<file path="config.mk">
export PLATFORM = sky130hd
export DESIGN_NAME = anchor_link_extractor
export DESIGN_NICKNAME = d
export VERILOG_FILES = /design/src/design/ale_pkg.sv /design/src/design/ale_front.sv /design/src/design/ale_queue.sv /design/src/design/ale_back.sv /design/src/design/anchor_link_extractor.sv
export SDC_FILE = /design/constraint.sdc
export NUM_CORES = 1
export LEC_CHECK = 0
export BUFFER_PORTS_ARGS = -buffer_cell sky130_fd_sc_hd__buf_2
export CORE_AREA = 8 8 105 107
export CTS_CLUSTER_DIAMETER = 40
export DETAILED_ROUTE_END_ITERATION = 10
export DIE_AREA = 0 0 113 115
export GPL_ROUTABILITY_DRIVEN = 0
export SLEW_MARGIN = 20
export SYNTH_ARGS = -nofsm -noshare
export SYNTH_HDL_FRONTEND = slang
export SYNTH_SLANG_ARGS = --single-unit
</file>
<file path="constraint.sdc">
create_clock -name clk_i -period 2.6 [get_ports clk_i]
set_clock_uncertainty 0.1 [all_clocks]
set_input_delay 0.52 -clock clk_i [delete_from_list [all_inputs] [get_ports clk_i]]
set_output_delay 0.52 -clock clk_i [all_outputs]
set_load 0.02 [all_outputs]
</file>
<file path="src/design/ale_pkg.sv">
`timescale 1ns / 1ps

package ale_pkg;

  typedef enum logic [1:0] {
    PH_SEARCH = 2'd0,
    PH_TAG    = 2'd1,
    PH_TITLE  = 2'd2,
    PH_WAIT   = 2'd3
  } ale_phase_e;

  typedef enum logic [1:0] {
    KIND_URL   = 2'd0,
    KIND_TITLE = 2'd1,
    KIND_DONE  = 2'd2,
    KIND_END   = 2'd3
  } ale_kind_e;

  localparam logic [7:0] ChLt    = 8'h3C;  // '<'
  localparam logic [7:0] ChGt    = 8'h3E;  // '>'
  localparam logic [7:0] ChSpace = 8'h20;
  localparam logic [7:0] ChSlash = 8'h2F;
  localparam logic [7:0] ChA     = 8'h61;  // 'a'
  localparam logic [7:0] ChH     = 8'h68;  // 'h'
  localparam logic [7:0] ChSq    = 8'h27;  // single quote
  localparam logic [7:0] ChDq    = 8'h22;  // double quote

  localparam logic [2:0] HrefLen = 3'd5;

  typedef struct packed {
    logic [7:0] data_byte;
    logic       chunk_last;
  } ale_in_t;

  typedef struct packed {
    ale_kind_e  out_kind;
    logic [7:0] out_byte;
    logic       link_abandoned;
    logic       run_last;
  } ale_out_t;

  // classified work for one input byte
  typedef struct packed {
    logic       has_main;
    ale_kind_e  main_kind;
    logic [7:0] main_byte;
    logic       has_end;
    logic       abandoned;
  } ale_work_t;

  function automatic logic [7:0] ale_lower(input logic [7:0] c);
    if (c >= 8'h41 && c <= 8'h5A) begin
      return c + 8'd32;
    end
    return c;
  endfunction

  // characters of "href="
  function automatic logic [7:0] ale_href_char(input logic [2:0] idx);
    logic [7:0] ch;
    unique case (idx)
      3'd0:    ch = 8'h68;
      3'd1:    ch = 8'h72;
      3'd2:    ch = 8'h65;
      3'd3:    ch = 8'h66;
      default: ch = 8'h3D;
    endcase
    return ch;
  endfunction

endpackage

</file>
<file path="src/design/ale_front.sv">
`timescale 1ns / 1ps

module ale_front import ale_pkg::*; (
  input  logic      clk_i,
  input  logic      rst_ni,
  input  logic      push_i,
  input  ale_in_t   in_i,
  input  logic      q_full_i,
  output logic      wr_en_o,
  output ale_work_t wr_data_o
);

  ale_phase_e phase_q, phase_d;
  logic [1:0] open_q, open_d;
  logic [2:0] href_q, href_d;
  logic [1:0] close_q, close_d;
  logic       coll_q, coll_d;
  logic       fin_q, fin_d;

  logic       accept;
  logic [7:0] b, lb;
  logic [2:0] c;
  logic       closed;
  ale_work_t  work;

  assign accept = push_i && !q_full_i;
  assign b      = in_i.data_byte;
  assign lb     = ale_lower(in_i.data_byte);

  always_comb begin
    phase_d = phase_q;
    open_d  = open_q;
    href_d  = href_q;
    close_d = close_q;
    coll_d  = coll_q;
    fin_d   = fin_q;
    closed  = 1'b0;
    c       = 3'd0;
    work    = '0;
    work.main_kind = KIND_URL;

    if (phase_q == PH_SEARCH) begin
      if (open_q == 2'd0) begin
        open_d = (b == ChLt) ? 2'd1 : 2'd0;
      end else if (open_q == 2'd1) begin
        if (lb == ChA) open_d = 2'd2;
        else open_d = (b == ChLt) ? 2'd1 : 2'd0;
      end else begin
        if (b == ChSpace) begin
          phase_d = PH_TAG;
          open_d  = 2'd0;
          href_d  = 3'd0;
          close_d = 2'd0;
          coll_d  = 1'b0;
          fin_d   = 1'b0;
        end else begin
          open_d = (b == ChLt) ? 2'd1 : 2'd0;
        end
      end
    end else begin
      if (close_q == 2'd2 && b == ChGt) closed = 1'b1;
      else if (close_q == 2'd1 && lb == ChA) close_d = 2'd2;
      else close_d = (b == ChSlash) ? 2'd1 : 2'd0;

      if (closed) begin
        work.has_main  = 1'b1;
        work.main_kind = KIND_DONE;
        phase_d = PH_SEARCH;
        open_d  = 2'd0;
        href_d  = 3'd0;
        close_d = 2'd0;
        coll_d  = 1'b0;
        fin_d   = 1'b0;
      end else if (phase_q == PH_TAG) begin
        if (coll_q) begin
          if (b == ChSpace || b == ChGt) begin
            coll_d = 1'b0;
            fin_d  = 1'b1;
          end else if (b != ChSq && b != ChDq) begin
            work.has_main  = 1'b1;
            work.main_kind = KIND_URL;
            work.main_byte = b;
          end
        end else if (!fin_q) begin
          c = (href_q >= HrefLen) ? 3'd0 : href_q;
          if (lb == ale_href_char(c)) begin
            c = c + 3'd1;
            if (c == HrefLen) begin
              coll_d = 1'b1;
              c      = 3'd0;
            end
          end else begin
            c = (lb == ChH) ? 3'd1 : 3'd0;
          end
          href_d = c;
        end
        if (b == ChGt) begin
          phase_d = PH_TITLE;
          coll_d  = 1'b0;
          fin_d   = 1'b1;
          href_d  = 3'd0;
        end
      end else if (phase_q == PH_TITLE) begin
        if (b == ChLt) begin
          phase_d = PH_WAIT;
        end else begin
          work.has_main  = 1'b1;
          work.main_kind = KIND_TITLE;
          work.main_byte = b;
        end
      end
    end

    if (in_i.chunk_last) begin
      work.has_end   = 1'b1;
      work.abandoned = (phase_d != PH_SEARCH);
      phase_d = PH_SEARCH;
      open_d  = 2'd0;
      href_d  = 3'd0;
      close_d = 2'd0;
      coll_d  = 1'b0;
      fin_d   = 1'b0;
    end
  end

  assign wr_en_o   = accept && (work.has_main || work.has_end);
  assign wr_data_o = work;

  always_ff @(posedge clk_i or negedge rst_ni) begin
    if (!rst_ni) begin
      phase_q <= PH_SEARCH;
      open_q  <= 2'd0;
      href_q  <= 3'd0;
      close_q <= 2'd0;
      coll_q  <= 1'b0;
      fin_q   <= 1'b0;
    end else if (accept) begin
      phase_q <= phase_d;
      open_q  <= open_d;
      href_q  <= href_d;
      close_q <= close_d;
      coll_q  <= coll_d;
      fin_q   <= fin_d;
    end
  end

endmodule

</file>
<file path="src/design/ale_queue.sv">
`timescale 1ns / 1ps

module ale_queue import ale_pkg::*; #(
  parameter int Depth = 4
) (
  input  logic      clk_i,
  input  logic      rst_ni,
  input  logic      wr_en_i,
  input  ale_work_t wr_data_i,
  input  logic      rd_en_i,
  output ale_work_t rd_data_o,
  output logic      full_o,
  output logic      empty_o
);

  localparam int PtrW = (Depth > 1) ? $clog2(Depth) : 1;
  localparam int CntW = $clog2(Depth + 1);
  localparam logic [PtrW-1:0] LastPtr = PtrW'(Depth - 1);
  localparam logic [CntW-1:0] FullCnt = CntW'(Depth);

  ale_work_t       entries_q [Depth];
  logic [PtrW-1:0] wptr_q, rptr_q;
  logic [CntW-1:0] cnt_q;
  logic            do_wr, do_rd;

  assign full_o    = (cnt_q == FullCnt);
  assign empty_o   = (cnt_q == '0);
  assign do_wr     = wr_en_i && !full_o;
  assign do_rd     = rd_en_i && !empty_o;
  assign rd_data_o = entries_q[rptr_q];

  always_ff @(posedge clk_i) begin
    if (do_wr) begin
      entries_q[wptr_q] <= wr_data_i;
    end
  end

  always_ff @(posedge clk_i or negedge rst_ni) begin
    if (!rst_ni) begin
      wptr_q <= '0;
      rptr_q <= '0;
      cnt_q  <= '0;
    end else begin
      if (do_wr) wptr_q <= (wptr_q == LastPtr) ? '0 : wptr_q + 1'b1;
      if (do_rd) rptr_q <= (rptr_q == LastPtr) ? '0 : rptr_q + 1'b1;
      if (do_wr && !do_rd) cnt_q <= cnt_q + 1'b1;
      else if (do_rd && !do_wr) cnt_q <= cnt_q - 1'b1;
    end
  end

endmodule

</file>
<file path="src/design/ale_back.sv">
`timescale 1ns / 1ps

module ale_back import ale_pkg::*; (
  input  logic      clk_i,
  input  logic      rst_ni,
  input  ale_work_t head_i,
  input  logic      q_empty_i,
  output logic      deq_o,
  input  logic      pop_i,
  output logic      empty_o,
  output ale_out_t  out_o
);

  logic     valid_q, valid_d;
  logic     half_q, half_d;
  ale_out_t out_q, out_d;
  logic     load;

  assign load = !valid_q || pop_i;

  always_comb begin
    deq_o   = 1'b0;
    half_d  = half_q;
    valid_d = valid_q && !pop_i;
    out_d   = out_q;
    if (load && !q_empty_i) begin
      valid_d = 1'b1;
      if (head_i.has_main && !half_q) begin
        out_d.out_kind       = head_i.main_kind;
        out_d.out_byte       = head_i.main_byte;
        out_d.link_abandoned = 1'b0;
        out_d.run_last       = !head_i.has_end;
        if (head_i.has_end) half_d = 1'b1;
        else deq_o = 1'b1;
      end else begin
        // chunk end marker
        out_d.out_kind       = KIND_END;
        out_d.out_byte       = 8'd0;
        out_d.link_abandoned = head_i.abandoned;
        out_d.run_last       = 1'b1;
        deq_o  = 1'b1;
        half_d = 1'b0;
      end
    end
  end

  always_ff @(posedge clk_i or negedge rst_ni) begin
    if (!rst_ni) begin
      valid_q <= 1'b0;
      half_q  <= 1'b0;
    end else begin
      valid_q <= valid_d;
      half_q  <= half_d;
    end
  end

  always_ff @(posedge clk_i) begin
    out_q <= out_d;
  end

  assign empty_o = !valid_q;
  assign out_o   = out_q;

endmodule

</file>
<file path="src/design/anchor_link_extractor.sv">
`timescale 1ns / 1ps

// Anchor link extractor: takes one byte of an HTML chunk per clock and pulls
// out anchor links. Each link yields its url bytes (kind 0, quotes dropped),
// its title bytes (kind 1) and a link-complete marker (kind 2); the byte
// flagged as the end of the chunk also yields a chunk-end marker (kind 3)
// that reports a link left open. A byte is taken every cycle while full is
// low; a byte's work entry is written into the queue and then registered
// into the emitter's output register that drives the result ports. The
// result side gives one beat per cycle while pop is high, so a byte with
// two beats (link result plus chunk end) sends them in turn; the work queue
// of QDepth entries between parser and emitter absorbs bursts and pop stalls.
module anchor_link_extractor import ale_pkg::*; #(
  parameter int QDepth = 4
) (
  input  logic     clk_i,
  input  logic     rst_ni,
  // byte input, queue style
  input  logic     push,
  output logic     full,
  input  ale_in_t  in_i,
  // result output, queue style
  output logic     empty,
  input  logic     pop,
  output ale_out_t out_o
);

  // front to queue
  logic      wr_en;
  ale_work_t wr_data;
  // queue to back
  ale_work_t head;
  logic      q_full, q_empty, deq;

  // parser: matches "<a ", "href=" and "/a>" one byte per cycle unless the
  // queue is full; each byte gives at most one link result plus a chunk end
  ale_front u_front (
    .clk_i     (clk_i),
    .rst_ni    (rst_ni),
    .push_i    (push),
    .in_i      (in_i),
    .q_full_i  (q_full),
    .wr_en_o   (wr_en),
    .wr_data_o (wr_data)
  );

  // short work queue decoupling parser from emitter
  ale_queue #(
    .Depth (QDepth)
  ) u_queue (
    .clk_i     (clk_i),
    .rst_ni    (rst_ni),
    .wr_en_i   (wr_en),
    .wr_data_i (wr_data),
    .rd_en_i   (deq),
    .rd_data_o (head),
    .full_o    (q_full),
    .empty_o   (q_empty)
  );

  // emitter: expands each work entry into one or two result beats
  ale_back u_back (
    .clk_i     (clk_i),
    .rst_ni    (rst_ni),
    .head_i    (head),
    .q_empty_i (q_empty),
    .deq_o     (deq),
    .pop_i     (pop),
    .empty_o   (empty),
    .out_o     (out_o)
  );

  // bytes that cause no result never enter the queue, so full only
  // reflects pending work
  assign full = q_full;

endmodule

</file>
==> results.json <==
{
  "cp-end-kind": "flip-flop",
  "grt_pass1_wl_mm": 12.92,
  "cts-root-buf": "clkbuf_8",
  "cts_buffers": 9,
  "slew_headroom_pct": 51.85,
  "reg2reg_slack_ns": 0.14,
  "final-hold-violation-count": 0,
  "place_inst": 472,
  "clk_latency_ns": 0.35,
  "syn-cell-area_mm2": 0.004093,
  "ir_worst_vdd_mv": 0.2883,
  "ys_seq_area_share_pct": 59.19,
  "die_w_um": 113,
  "async_flop_share_pct": 23.81,
  "run_status": "finished clean",
  "r2r_cells": 7,
  "routedWlPerCell_um": 16.27,
  "crit_required_ns": 2.73,
  "hold_buffers": 0,
  "antennaDiodeCount": 0,
  "first_iter_violations": 163,
  "die-area_mm2": 0.01300,
  "fillers": 801,
  "total_power_w": 0.003923,
  "r2r-start": "u_queue.rptr_q[0]",
  "path_clk_slew_ns": 0.09,
  "period_share_pct": 94.62,
  "htree_levels": 3,
  "postCtsSetupBuffers": 0,
  "crit_type": "flip-flop to flip-flop",
  "holdWs_ns": 0.002549,
  "fmax_ghz": 0.4065,
  "pre_cts_ws_ns": -0.1979,
  "hpwl_mm": 5.936,
  "p_leak_nw": 1.968,
  "antenna_found_initial": 0,
  "finalNetCount": 396,
  "cts_sinks": 84,
  "synth_nets": 326,
  "post_drt_via_cell_ratio": 5.254,
  "maxCapViolCount": 0,
  "fin_crit_ns": 2.460,
  "final_cell_mix": "64 x edfxtp_1, 43 x buf_4, 26 x buf_2",
  "grt_pass1_vias": 2650,
  "synth-main-ff-cell": "edfxtp_1",
  "vias": 2564,
  "drc_errors": 0,
  "dieHeight_um": 115,
  "worstPathArrival_ns": 2.59,
  "path_max_fanout": 6,
  "tritoncts": "built",
  "synth.avg_cell_area_um2": 13.69,
  "yosys_warnings": 0,
  "area_growth_pct": 21.03,
  "grt_max_degree": 21,
  "ff_latch_area_mm2": 0.002424,
  "fin_cells": 488,
  "pwr_density_cell_mw_per_mm2": 791.9,
  "post_cts_resize_count": 0,
  "drtPass1Iterations": 4,
  "rsz0062_at_grt": "no",
  "worst_pin_slew_ns": 0.7156,
  "worstSetupStartpointType": "flip-flop",
  "antenna_left": 0,
  "wirelength_mm": 7.942,
  "synth_cell_type_count": 57,
  "drive_above_1_share_pct": 34.49,
  "start_util_pct": 43.27,
  "multi_input_area_mm2": 0.001618,
  "worstHoldPathType": "primary input to asynchronous set/reset pin",
  "syn_inst": 299,
  "grt_overflow": 0,
  "coreArea_mm2": 0.009459,
  "io-pin-count": 27,
  "track_usage_pct": 12.82,
  "clockBufferDepth": 2,
  "drv_slew": 0,
  "final_common_cell": "edfxtp_1",
  "setup_violations": 0,
  "num_rows": 36,
  "ys_ff_latch": 84,
  "fin_ws_ns": 0.1399,
  "reg2reg_to": "u_queue.cnt_q[1]",
  "synth_edf_count": 64,
  "numPortBuffers": 26
}
==> per-stage QoR <==
stage	util (%)	setup TNS, ns	instance area (µm²)
after CTS	52.16	0	4933
after detailed placement	50.25	-0.3576	4753
after global placement	50.25	-0.2656	4753
after floorplan	-	-0.3606	4172
after global routing	52.37	0	4954
final	52.37	0	4954
==> critical path: stages, from the launching register on <==
cell and delay [ns]:
dfrtp_2 0.44, mux4_2 0.54, nand3_1 0.14, nand2_1 0.18, ha_2 0.24, inv_2 0.05, fa_1 0.39, mux2_2 0.26
==> synth_stat cells (2+ instances only) <==
master      n  area, µm²
nand4_1     3      18.77
and3_1      8      50.05
nor2b_1     3      18.77
dfrtp_1    20      500.5
xor2_1      2      17.52
nor2_1     17      63.81
nand3_1     5      25.02
a21oi_1     6      30.03
mux2_2      5      56.30
and2_1     10      62.56
nand2b_1    9      56.30
a21boi_0    2      15.01
nand2_1    13      48.80
buf_2       6      30.03
a21o_1      4      30.03
o21a_1      2      15.01
xnor2_1     4      35.03
ha_1       13      162.7
a31oi_1     2      12.51
edfxtp_1   64       1922
mux4_2     13      292.8
or3_1       2      12.51
clkbuf_1    7      26.28
nor3_1     13      65.06
inv_1      15      56.30
o2111ai_1   2      17.52
o21ai_0     8      40.04
nor4_1      4      25.02
mux2i_1     2      20.02
o41ai_1     3      26.28
or2_2       3      18.77
o41ai_4     2      55.05
nand4b_1    3      26.28
==> worst max path at each step <==
stage,from,end,depth (start not counted)
after floorplan,in_i[2],u_queue.cnt_q[1],10
after CTS,u_front.href_q[1],u_front.href_q[2],7
after global routing,u_front.href_q[1],u_front.coll_q,7
final,u_queue.rptr_q[0],u_queue.cnt_q[1],7
after detailed placement,in_i[8],u_queue.cnt_q[1],9
after global placement,in_i[8],u_queue.cnt_q[1],9
==> cells by family after synthesis <==
group | synth area share, %
AOI/OAI and AO/OA | 8.286
adders and majority gates | 4.464
muxes | 9.019
buffers and inverters | 3.027
DFF | 59.19
and+or+nand+nor | 14.74
xor gates and xnor gates | 1.284
==> report_power, final <==
group          internal, W  switching, W  total (W)
Sequential         0.00172      0.000106    0.00183
Clock             0.000361      0.000506   0.000867
Combinational     0.000602      0.000624    0.00123
==> layout make-up <==
class	count	area share, %
inverter	15	1.137
clock buffer	9	2.501
multi-input combinational	186	32.66
clock inverter	7	1.137
tap	114	2.880
sequential	84	48.93
timing repair buffer	73	10.76
==> per-layer routing <==
| metal | wire [µm] | track usage [%] | vias to the layer above |
|---|---|---|---|
| li1 | - | - | 1277 |
| met1 | 3583 | 15.21 | 1246 |
| met2 | 4018 | 22.46 | 36 |
| met4 | 73 | 5.329 | 0 |
| met5 | 0 | 0 | - |
| met3 | 267 | 2.416 | 5 |
==> flip-flops by register name, summed over array words and instances (netlist names) <==
register           cells
u_queue.entries_q     52
u_back.out_o          12
u_front.href_q         3
u_queue.cnt_q          3
u_front.close_q        2
u_front.open_q         2
u_front.phase_q        2
u_queue.rptr_q         2
u_queue.wptr_q         2
u_back.half_q          1
u_back.valid_q         1
u_front.coll_q         1
u_front.fin_q          1
No activity file was read; power rests on OpenSTA's default activity.
